<file path="config.mk">
export PLATFORM = sky130hd
export DESIGN_NAME = led_strip_pattern_generator_core
export DESIGN_NICKNAME = d
export VERILOG_FILES = /design/src/rtl/lsp_gen_pkg.sv /design/src/rtl/lsp_gen_ram.sv /design/src/rtl/led_strip_pattern_generator_core.sv
export VERILOG_INCLUDE_DIRS = /design/src /design/src/rtl
export SDC_FILE = /design/constraint.sdc
export NUM_CORES = 1
export LEC_CHECK = 0
export BUFFER_PORTS_ARGS = -buffer_cell sky130_fd_sc_hd__buf_2
export CELL_PAD_IN_SITES_DETAIL_PLACEMENT = 0
export CELL_PAD_IN_SITES_GLOBAL_PLACEMENT = 1
export CORE_MARGIN = 2
export CORE_UTILIZATION = 44
export DETAILED_ROUTE_END_ITERATION = 10
export GPL_TIMING_DRIVEN = 0
export PLACE_DENSITY = 0.79
export SLEW_MARGIN = 5
export SYNTH_ARGS = -nofsm -noshare
export SYNTH_HDL_FRONTEND = slang
export SYNTH_SLANG_ARGS = --single-unit
</file>
<file path="constraint.sdc">
create_clock -name clk -period 3.1 [get_ports clk]
set_clock_uncertainty 0.1 [all_clocks]
set_input_delay 0.62 -clock clk [delete_from_list [all_inputs] [get_ports clk]]
set_output_delay 0.62 -clock clk [all_outputs]
set_load 0.1 [all_outputs]
</file>
<file path="src/rtl/assert_macros.svh">
// ----------------------------------------------------------------------------
// assert_macros.svh
// Assertion macros included by the RTL core to check its own logic.
// ----------------------------------------------------------------------------
`ifndef ASSERT_MACROS_SVH
`define ASSERT_MACROS_SVH

// Same-cycle implication, disabled during reset.
`define ASSERT_IMPLIES(label, clk, rst, ante, cons) \
  label: assert property (@(posedge clk) disable iff (rst) (ante) |-> (cons)) \
    else $error("implication check failed");

// Next-cycle implication, disabled during reset.
`define ASSERT_NEXT(label, clk, rst, ante, cons) \
  label: assert property (@(posedge clk) disable iff (rst) (ante) |=> (cons)) \
    else $error("next-cycle check failed");

`endif

</file>
<file path="src/rtl/lsp_gen_pkg.sv">
// ----------------------------------------------------------------------------
// lsp_gen_pkg
// Types, codes and constants of the LED strip pattern generator.
// ----------------------------------------------------------------------------
`default_nettype none

package lsp_gen_pkg;

  localparam int NUM_PIXELS_DEF = 16;

  localparam logic [7:0] LEVEL_MAX  = 8'd255;
  localparam logic [7:0] RED_BLINK  = 8'd250;
  localparam logic [7:0] BLINK_RESET = 8'd10;

  localparam logic MODE_TICK = 1'b0;
  localparam logic MODE_SET  = 1'b1;

  localparam logic REG_BLINK_INTERVAL = 1'b0;

  typedef enum logic [2:0] {
    STATUS_IDLE   = 3'd0,
    STATUS_UNDOCK = 3'd1,
    STATUS_DOCK   = 3'd2,
    STATUS_NETERR = 3'd3,
    STATUS_ERROR  = 3'd4
  } status_t;

  typedef enum logic [1:0] {
    GEN_READY,
    GEN_LOAD,
    GEN_FRAME
  } gen_state_t;

  typedef struct packed {
    logic       mode;
    logic [2:0] status;
  } in_item_t;

  typedef struct packed {
    logic [5:0] pixel_index;
    logic [7:0] red;
    logic [7:0] green;
    logic [7:0] blue;
    logic       last_pixel;
  } out_item_t;

endpackage

`default_nettype wire

</file>
<file path="src/rtl/lsp_gen_ram.sv">
// ----------------------------------------------------------------------------
// lsp_gen_ram
// Generic single-write, single-read RAM with a registered read port.
// ----------------------------------------------------------------------------
`default_nettype none

module lsp_gen_ram #(
  parameter int WIDTH = 9,
  parameter int DEPTH = 16
) (
  input  wire logic                     clk,
  input  wire logic                     we,
  input  wire logic [$clog2(DEPTH)-1:0] waddr,
  input  wire logic [WIDTH-1:0]         wdata,
  input  wire logic                     re,
  input  wire logic [$clog2(DEPTH)-1:0] raddr,
  output logic      [WIDTH-1:0]         rdata
);

  logic [WIDTH-1:0] mem [DEPTH];

  always_ff @(posedge clk) begin
    if (we) begin
      mem[waddr] <= wdata;
    end
    if (re) begin
      rdata <= mem[raddr];
    end
  end

endmodule

`default_nettype wire

</file>
<file path="src/rtl/led_strip_pattern_generator_core.sv">
// ----------------------------------------------------------------------------
// led_strip_pattern_generator_core
// Animation sequencer for a strip of NUM_PIXELS pixels: idle blue ramp,
// staggered green waves while docking or undocking, red blink on error.
// ----------------------------------------------------------------------------
// An animation tick that produces a frame emits NUM_PIXELS items, one per
// cycle when the output is not stalled, and the block takes its next item
// only once the last pixel of the frame has moved into the output register.
// In the wave modes each pixel is read from the pixel RAM, stepped and
// written back, one pixel per cycle while the output is not stalled. A
// set-status item for docking or undocking loads every RAM entry before the
// next item is taken. A blink tick that falls between blinks emits nothing.
`default_nettype none

module led_strip_pattern_generator_core #(
  parameter int NUM_PIXELS = lsp_gen_pkg::NUM_PIXELS_DEF
) (
  input  wire logic                  clk,
  input  wire logic                  rst,
  input  wire logic                  in_valid,
  output logic                       in_stall,
  input  wire lsp_gen_pkg::in_item_t in_item,
  output logic                       out_valid,
  input  wire logic                  out_stall,
  output lsp_gen_pkg::out_item_t     out_item,
  input  wire logic                  psel,
  input  wire logic                  penable,
  input  wire logic                  pwrite,
  input  wire logic [2:0]            paddr,
  input  wire logic [31:0]           pwdata,
  output logic      [31:0]           prdata,
  output logic                       pready
);

  localparam int IDX_W = $clog2(NUM_PIXELS);
  localparam logic [IDX_W-1:0] LAST_IDX = IDX_W'(NUM_PIXELS - 1);
  localparam logic [7:0] LEVEL_STEP = 8'(255 / NUM_PIXELS);
  localparam logic [8:0] WAVE_STEP  = 9'(2 * (255 / NUM_PIXELS));

  lsp_gen_pkg::gen_state_t state, state_next;
  lsp_gen_pkg::status_t    cur_status;
  logic [8:0]       phase;
  logic             phase_dir;
  logic [7:0]       blink;
  logic [7:0]       frame_red;
  logic [7:0]       frame_blue;
  logic [IDX_W-1:0] rd_idx;
  logic             rd_busy;
  logic             s1_valid;
  logic [IDX_W-1:0] s1_idx;
  logic [IDX_W-1:0] ld_idx;
  logic [7:0]       ld_level;
  logic             ld_dir;

  logic             ram_we;
  logic [IDX_W-1:0] ram_waddr;
  logic [8:0]       ram_wdata;
  logic             ram_re;
  logic [8:0]       ram_rdata;

  logic       in_fire, cfg_write;
  logic       is_wave, is_err, blink_due;
  logic [2:0] set_code;
  logic       set_wave;
  logic       out_free, issue, advance, frame_done;
  logic       tick_frame;
  logic       in_load, load_last;
  logic [7:0] lv;
  logic       lv_dir;
  logic [8:0] lv_sum;
  logic [7:0] wave_level;
  logic       wave_dir;
  logic [8:0] idle_step;

  assign pready    = 1'b1;
  assign cfg_write = psel && penable && pwrite && pready;
  assign prdata    = (paddr[2] == lsp_gen_pkg::REG_BLINK_INTERVAL) ? {24'd0, blink} : 32'd0;

  assign in_fire  = in_valid && !in_stall;
  assign is_wave  = (cur_status == lsp_gen_pkg::STATUS_UNDOCK) ||
                    (cur_status == lsp_gen_pkg::STATUS_DOCK);
  assign is_err   = (cur_status == lsp_gen_pkg::STATUS_NETERR) ||
                    (cur_status == lsp_gen_pkg::STATUS_ERROR);
  assign blink_due = phase > {1'b0, blink};
  assign set_code = (in_item.status > 3'(lsp_gen_pkg::STATUS_ERROR)) ?
                    3'(lsp_gen_pkg::STATUS_ERROR) : in_item.status;
  assign set_wave = (set_code == 3'(lsp_gen_pkg::STATUS_UNDOCK)) ||
                    (set_code == 3'(lsp_gen_pkg::STATUS_DOCK));
  assign tick_frame = !is_err || blink_due;

  assign out_free   = !out_valid || !out_stall;
  assign advance    = (state == lsp_gen_pkg::GEN_FRAME) && s1_valid && out_free;
  assign issue      = (state == lsp_gen_pkg::GEN_FRAME) && rd_busy &&
                      (!s1_valid || advance);
  assign frame_done = advance && (s1_idx == LAST_IDX);
  assign in_load    = (state == lsp_gen_pkg::GEN_LOAD);
  assign load_last  = in_load && (ld_idx == LAST_IDX);

  // Step one pixel of the green wave.
  assign lv     = ram_rdata[7:0];
  assign lv_dir = ram_rdata[8];
  assign lv_sum = {1'b0, lv} + WAVE_STEP;
  always_comb begin
    if (lv_dir) begin
      if (lv_sum >= {1'b0, lsp_gen_pkg::LEVEL_MAX}) begin
        wave_level = lsp_gen_pkg::LEVEL_MAX;
        wave_dir   = 1'b0;
      end else begin
        wave_level = lv_sum[7:0];
        wave_dir   = 1'b1;
      end
    end else begin
      if ({1'b0, lv} <= WAVE_STEP) begin
        wave_level = 8'd0;
        wave_dir   = 1'b1;
      end else begin
        wave_level = lv - WAVE_STEP[7:0];
        wave_dir   = 1'b0;
      end
    end
  end

  assign idle_step = phase_dir ? (phase + 9'd1) : (phase - 9'd1);

  always_comb begin
    state_next = state;
    case (state)
      lsp_gen_pkg::GEN_READY: begin
        if (in_fire) begin
          if (in_item.mode == lsp_gen_pkg::MODE_SET) begin
            if (set_wave) state_next = lsp_gen_pkg::GEN_LOAD;
          end else if (tick_frame) begin
            state_next = lsp_gen_pkg::GEN_FRAME;
          end
        end
      end
      lsp_gen_pkg::GEN_LOAD: begin
        if (ld_idx == LAST_IDX) state_next = lsp_gen_pkg::GEN_READY;
      end
      lsp_gen_pkg::GEN_FRAME: begin
        if (frame_done) state_next = lsp_gen_pkg::GEN_READY;
      end
      default: state_next = lsp_gen_pkg::GEN_READY;
    endcase
  end

  always_comb begin
    in_stall  = 1'b1;
    ram_we    = 1'b0;
    ram_waddr = s1_idx;
    ram_wdata = {wave_dir, wave_level};
    ram_re    = issue;
    case (state)
      lsp_gen_pkg::GEN_READY: begin
        in_stall = 1'b0;
      end
      lsp_gen_pkg::GEN_LOAD: begin
        ram_we    = 1'b1;
        ram_waddr = ld_idx;
        ram_wdata = {ld_dir, ld_level};
      end
      lsp_gen_pkg::GEN_FRAME: begin
        ram_we = advance && is_wave;
      end
      default: begin
        in_stall = 1'b1;
      end
    endcase
  end

  lsp_gen_ram #(
    .WIDTH(9),
    .DEPTH(NUM_PIXELS)
  ) u_pixel_ram (
    .clk  (clk),
    .we   (ram_we),
    .waddr(ram_waddr),
    .wdata(ram_wdata),
    .re   (ram_re),
    .raddr(rd_idx),
    .rdata(ram_rdata)
  );

  always_ff @(posedge clk) begin
    if (rst) begin
      state      <= lsp_gen_pkg::GEN_READY;
      cur_status <= lsp_gen_pkg::STATUS_IDLE;
      phase      <= 9'd0;
      phase_dir  <= 1'b1;
      blink      <= lsp_gen_pkg::BLINK_RESET;
      rd_busy    <= 1'b0;
      s1_valid   <= 1'b0;
      out_valid  <= 1'b0;
    end else begin
      state <= state_next;

      if (cfg_write && (paddr[2] == lsp_gen_pkg::REG_BLINK_INTERVAL)) begin
        blink <= pwdata[7:0];
      end

      if (in_fire) begin
        if (in_item.mode == lsp_gen_pkg::MODE_SET) begin
          cur_status <= lsp_gen_pkg::status_t'(set_code);
          if (set_wave) begin
            ld_idx   <= '0;
            ld_level <= 8'd0;
            ld_dir   <= (set_code == 3'(lsp_gen_pkg::STATUS_DOCK));
          end else begin
            phase     <= 9'd0;
            phase_dir <= 1'b1;
          end
        end else begin
          if (tick_frame) begin
            rd_idx  <= '0;
            rd_busy <= 1'b1;
          end
          if (cur_status == lsp_gen_pkg::STATUS_IDLE) begin
            frame_blue <= phase[7:0];
            phase      <= idle_step;
            if (idle_step >= {1'b0, lsp_gen_pkg::LEVEL_MAX}) begin
              phase_dir <= 1'b0;
            end else if (idle_step == 9'd0) begin
              phase_dir <= 1'b1;
            end
          end else if (is_err) begin
            if (blink_due) begin
              frame_red <= phase_dir ? lsp_gen_pkg::RED_BLINK : 8'd0;
              phase     <= 9'd1;
              phase_dir <= !phase_dir;
            end else begin
              phase <= phase + 9'd1;
            end
          end
        end
      end

      if (state == lsp_gen_pkg::GEN_LOAD) begin
        ld_idx   <= ld_idx + 1'b1;
        ld_level <= ld_level + LEVEL_STEP;
      end

      if (issue) begin
        s1_valid <= 1'b1;
        s1_idx   <= rd_idx;
        rd_idx   <= rd_idx + 1'b1;
        if (rd_idx == LAST_IDX) rd_busy <= 1'b0;
      end else if (advance) begin
        s1_valid <= 1'b0;
      end

      if (advance) begin
        out_valid <= 1'b1;
      end else if (!out_stall) begin
        out_valid <= 1'b0;
      end
    end
  end

  always_ff @(posedge clk) begin
    if (advance) begin
      out_item.pixel_index <= 6'(s1_idx);
      out_item.red         <= is_err ? frame_red : 8'd0;
      out_item.green       <= is_wave ? lv : 8'd0;
      out_item.blue        <= (cur_status == lsp_gen_pkg::STATUS_IDLE) ? frame_blue : 8'd0;
      out_item.last_pixel  <= (s1_idx == LAST_IDX);
    end
  end

`include "assert_macros.svh"

  `ASSERT_IMPLIES(a_load_no_frame, clk, rst, in_load, !s1_valid && !rd_busy)
  `ASSERT_NEXT(a_out_hold, clk, rst, out_valid && out_stall, out_valid && $stable(out_item))
  `ASSERT_NEXT(a_load_end, clk, rst, load_last, state == lsp_gen_pkg::GEN_READY)

endmodule

`default_nettype wire

</file>
# == Word level (Yosys, flattened, before mapping) ==
# Memories as Yosys holds them, arrays and structs flattened. A register that Yosys moved wholly into a read port is not among the register bits.
# Cells that the tools add are included.
# totals
reg_bits,92
mem_bits_rw,144
inputBits,46
out_inout_bits,66
elab_cells,155
mem_count,1
# mem_list
memory,depth,width,read_ports,rd_clocked_by_memory_dff,write_ports,line_no,rtl
u_pixel_ram.mem,16,9,1,1,1,lsp_gen_ram.sv:20,logic [WIDTH-1:0] mem [DEPTH];
# op_classes
n_addsub,7
order_cmp,5
n_eq_ne,20
mux,56
n_bitwise,4
n_reduce_logical,42
# ops
cell,count
$mux W8,9
$mux W9,7
$mux W4,9
$mux W1,22
$ge A9 B8 Y1 const B,2
$reduce_and A4 Y1,4
$eq A4 B4 Y1 const B,3
$mux W2,6
$reduce_bool A2 Y1,6
$logic_and A1 B1 Y1,10
$reduce_and A5 Y1,2
$add A8 B5 Y9 const B,1
$add A9 B1 Y9 const B,1
$eq A3 B2 Y1 const B,3
$gt A9 B8 Y1,1
$logic_not A9 Y1,1
$sub A9 B1 Y9 const B,1
$add A4 B1 Y4 const B,2
$add A8 B4 Y8 const B,1
$le A8 B5 Y1 const B,1
$sub A8 B5 Y8 const B,1
$eq A3 B1 Y1 const B,2
$logic_or A1 B1 Y1,6
$ne A2 B1 Y1 const B,3
18 further kinds,30

# == Depth between registers and ports, before layout ==
# logic_depth
word_depth,9
depth_mapped,9
mapped_depth_nobuf,8

# == Cells and area by module ==
# A second synthesis with hierarchy kept.
# unflattened
cells_unflattened,763
area_unflattened_um2,10627.7
# by_module_without_submodules
module,n_inst,cells_each,area_per_inst_um2,seq_area_each_um2
lsp_gen_ram,1,254,5870.6,4594.4
led_strip_pattern_generator_core,1,509,4757.1,2082.0

# == Worst setup path before layout ==
# No wires, ideal clock.
# synth_path
kind,register -> register
startpoint,register u_pixel_ram.rdata[1] (read register of u_pixel_ram.mem)
endpoint,"memory u_pixel_ram.mem[0][4], data pin"
setup_time_ns,0.392
arrival_ns,2.547
required_ns,2.608
setup_slack_ns,0.061
path_stages_with_launch,9
path_buffers,0
period_less_slack_ns,3.039
cell_sequence,edfxtp_1 > inv_1 > ha_1 > xor2_1 > nor3_1 > a31oi_1 > o221ai_2 > nor2_1 > o41ai_1
# synth_between
elab_chain_cells,5
elab_cells_between_ends,8
classes_between,2 x add/sub; 2 x order compare; 4 x mux
# synth_rtl
item,line_no,rtl
"start, declared",lsp_gen_ram.sv:17,output logic [WIDTH-1:0] rdata
$add A8 B5 Y9,led_strip_pattern_generator_core.sv:102,"assign lv_sum = {1'b0, lv} + WAVE_STEP;"
$ge A9 B8 Y1,led_strip_pattern_generator_core.sv:105,"if (lv_sum >= {1'b0, lsp_gen_pkg::LEVEL_MAX}) begin"
$mux W8,led_strip_pattern_generator_core.sv:105,
$mux W8 *,led_strip_pattern_generator_core.sv:104,if (lv_dir) begin
$mux W9 *,led_strip_pattern_generator_core.sv:153,case (state)
via ram_wdata[4],led_strip_pattern_generator_core.sv:57,logic [8:0] ram_wdata;
"end, declared",lsp_gen_ram.sv:20,
# Mark *: on every way through the listed nets, which the timed path passes. The rest lies on a longest branch.

# == Final worst setup path ==
# layout_path
startpoint,register state[1]
endpoint,"memory u_pixel_ram.mem[8][6], enable pin"
# layout_between
elab_chain_cells,7
elab_cells_between_ends,9
classes_between,2 x eq/ne; 4 x mux; 3 x reduce/logical
# layout_rtl
item,line_no,rtl
"start, declared",led_strip_pattern_generator_core.sv:40,"lsp_gen_pkg::gen_state_t state, state_next;"
"start signal, assigned",led_strip_pattern_generator_core.sv:186,state <= lsp_gen_pkg::GEN_READY;
"start signal, assigned",led_strip_pattern_generator_core.sv:195,state <= state_next;
$eq A2 B2 Y1,"led_strip_pattern_generator_core.sv:92, led_strip_pattern_generator_core.sv:153",
$logic_and A1 B1 Y1 (2 in series),led_strip_pattern_generator_core.sv:92,assign advance = (state == lsp_gen_pkg::GEN_FRAME) && s1_valid && out_free;
$logic_and A1 B1 Y1,led_strip_pattern_generator_core.sv:163,ram_we = advance && is_wave;
$pmux W1 S2,led_strip_pattern_generator_core.sv:153,
$mux W1,lsp_gen_ram.sv:23,if (we) begin
$mux W1 (not written as such),lsp_gen_ram.sv:24,mem[waddr] <= wdata;
# Several ways; a longest one is shown, not always the timed one.

==> flow_metrics.py <==
metrics = {
    "outcome": {
        "status": "finished, final reports clean",
    },
    "place": {
        "numPortBuffers": 54,
        "placed_cell_area_um2": 11440,
        "gp_congestion": 0.8567,
        "dp_hpwl_um": 15470,
    },
    "setup_path": {
        "crit_chain": "inv_1 > ha_1 > clkbuf_1 > clkbuf_1 > o21a_1 > o21ai_0 > nor2_1",
        "cp_slowest_stage_delay_ns": 0.84,
        "critPathCaptureType": "register",
        "cp_top_family": "simple AND/OR/NAND/NOR gates",
        "start_kind": "register",
        "crit_path_top_delay_cell": "nor2_1",
        "worstSetupPathType": "reg -> reg",
        "path_max_fanout": 10,
        "required_ns": 3.15,
        "worstPathArrival_ns": 3.14,
        "critical_path_buf_inv_count": 3,
        "crit_path_frequent_cell": "clkbuf_1",
    },
    "timing": {
        "setup_viol": 0,
        "slew_headroom": 0.3411,
        "fmax_mhz": 323.9,
        "rsz0062_at_grt": "true",
        "hold_violations": 0,
        "fin_crit_sh": 0.9958,
        "worst-slew-pin-transition_ns": 0.9847,
        "min_period_ns": 3.087,
        "slew_violations": 0,
    },
    "detailed_routing": {
        "ant_nets": 0,
        "num_vias": 6511,
        "via_per_inst": 5.377,
        "drtPass1Iterations": 5,
        "wl_per_cell_um": 18.47,
        "drt_iter0_markers": 503,
        "drt-total-wl_um": 22360,
        "drc": 0,
    },
    "floorplan": {
        "design.die.area_um2": 25470,
        "die_w_um": 159.6,
        "initial_core_util": 0.4511,
        "rows": 56,
        "fp.dieH_um": 159.6,
        "ios": 112,
        "core_area_um2": 23610,
    },
    "grt": {
        "top_usage_layer": "met2",
        "grt_overflow": 0,
        "grt_use_total": 0.1745,
        "use_met2": 0.2798,
        "grt_pass1_wl_um": 34800,
        "met3_usage": 0.02787,
        "use_met1": 0.2509,
        "grt_antenna_before_repair": 0,
        "grt_max_degree": 23,
        "grt_pass1_vias": 6051,
    },
    "min_path": {
        "hp-class": "in -> reg",
    },
    "pwr": {
        "p_leak_nw": 4.364,
        "pwr-share-comb": 0.119,
        "max-vdd-ir-drop_v": 0.0003383,
        "design_power_total_mw": 7.124,
        "seqPwrFrac": 0.491,
        "internal_power_mw": 5.324,
        "p_sw_mw": 1.800,
        "power_density_nw_per_um2": 579.7,
        "pwr-share-clk": 0.389,
        "p_sw_frac": 0.2526,
    },
    "yosys": {
        "ys_seq_area_frac": 0.6267,
        "synth-edff-count": 205,
        "synth_ff_type": "edfxtp_1",
        "syn_inst": 764,
        "avgSynthCellArea_um2": 13.94,
        "synthArstFlopShare": 0,
        "synth_cell_types": 76,
        "synth_warnings": 0,
        "synth-seq-cells": 231,
        "synthesis.area_um2": 10650,
    },
    "cells_and_area": {
        "nNetsFinal": 940,
        "fin_area_um2": 12290,
        "mostFrequentLayoutCell": "edfxtp_1",
        "final_cell_mix": "edfxtp_1 (205), buf_2 (66), nor2_1 (55)",
        "area_delta_synth_final_pct": 15.36,
        "drive_gt1_frac": 0.2466,
        "diodes": 0,
    },
    "clocking": {
        "cts_tree": "yes",
        "cts_sinks": 231,
        "clockBufferDepth": 3,
        "clock_latency_ns": 0.53,
        "htreeDepth": 1,
        "cts-root-buf": "clkbuf_16",
        "clkTransAtPathRegs_ns": 0.06,
        "cts_made_buffers": 24,
    },
    "flow_run": {
        "maxCapViolCount": 0,
    },
}
==> path summary, 6_finish.rpt <==
check	from	end	slack, ns	cells after the start
worst min-delay path	pwdata[1]	blink[1]	0.25	3
worst max-delay path	state[1]	u_pixel_ram.mem[8][6]	0.01	7
worst max register to register	state[1]	u_pixel_ram.mem[8][6]	0.01	7
worst min register to register	phase_dir	frame_red[6]	0.35	0
==> state kept, by name, summed over array words and instances (netlist names), 4 cells and up <==
register           cells
blink                  8
frame_blue             8
ld_idx                 4
ld_level               8
out_item              22
phase                  9
rd_idx                 4
s1_idx                 4
u_pixel_ram.mem      144
u_pixel_ram.rdata      9
==> cells in the mapped netlist (19+ instances only) <==
cell type / number / area (µm²)
edfxtp_1: 205 / 6156
nor2_1: 61 / 229.0
nand2_1: 52 / 195.2
mux4_2: 45 / 1013
buf_4: 37 / 277.8
a21oi_1: 32 / 160.2
inv_1: 29 / 108.9
dfxtp_1: 26 / 520.5
and2_1: 22 / 137.6
nor3_1: 22 / 110.1
clkbuf_1: 20 / 75.07
nand3_1: 20 / 100.1
ha_1: 19 / 237.7
==> cells by family after synthesis <==
logic type | count (synthesis) | synth area share
other cells | 2 | 0.0007050
xor+xnor | 27 | 0.02220
simple gates | 229 | 0.1078
compound gates | 108 | 0.07188
flops | 231 | 0.6267
mux | 48 | 0.09796
buf+inv | 100 | 0.05039
fa+ha+maj | 19 | 0.02232
==> timing repair <==
action,4_1_cts,5_1_grt
setup endpoints to repair,70,231
pin swaps,0,1
gates resized for setup,4,11
buffers inserted,0,3
hold buffers,0,0
==> worst register-to-register path, cell delays in order (launching register included) <==
cell and delay, ns:
dfxtp_1 0.34, inv_1 0.11, ha_1 0.15, clkbuf_1 0.31, clkbuf_1 0.37, o21a_1 0.25, o21ai_0 0.28, nor2_1 0.84
==> layer usage <==
| layer | vias to the layer above | share of wire |
|---|---|---|
| met5 | - | 0 |
| met4 | 0 | 0.016 |
| met3 | 26 | 0.074 |
| met2 | 262 | 0.48 |
| met1 | 3166 | 0.43 |
| li1 | 3057 | - |
==> through the flow <==
stage	util	cells	worst slack, ns	setup TNS [ns]	hold WS (ns)
after floorplan	-	791	0.06123	0	0.3095
after global placement	0.4838	1164	-1.633	-30.00	0.3204
after detailed placement	0.4844	1165	-0.2377	-8.431	0.3324
after CTS	0.5181	1208	-0.01942	-0.05382	0.2260
after global routing	0.5205	1211	-0.1605	-8.676	0.2378
final	0.5205	1211	0.01292	0	0.2455
==> layout make-up <==
type	count	area [µm²]
clock inverter	15	157.7
clock buffer	28	615.6
sequential	231	6676
multi-input combinational	460	3603
buffer	71	427.9
inverter	29	108.9
fill	1975	11320
tap	319	399.1
timing repair buffer	58	300.3
==> power groups by stage <==
stage | registers [mW] | clock network (mW) | logic, mW
CTS | 3.50 | 2.82 | 0.840
floorplan | 3.57 | 0 | 0.642
global placement | 3.57 | 0 | 0.824
global route | 3.50 | 2.94 | 0.917
detailed placement | 3.57 | 0 | 0.834
finish | 3.50 | 2.77 | 0.850
No activity file was read; power rests on OpenSTA's default activity.
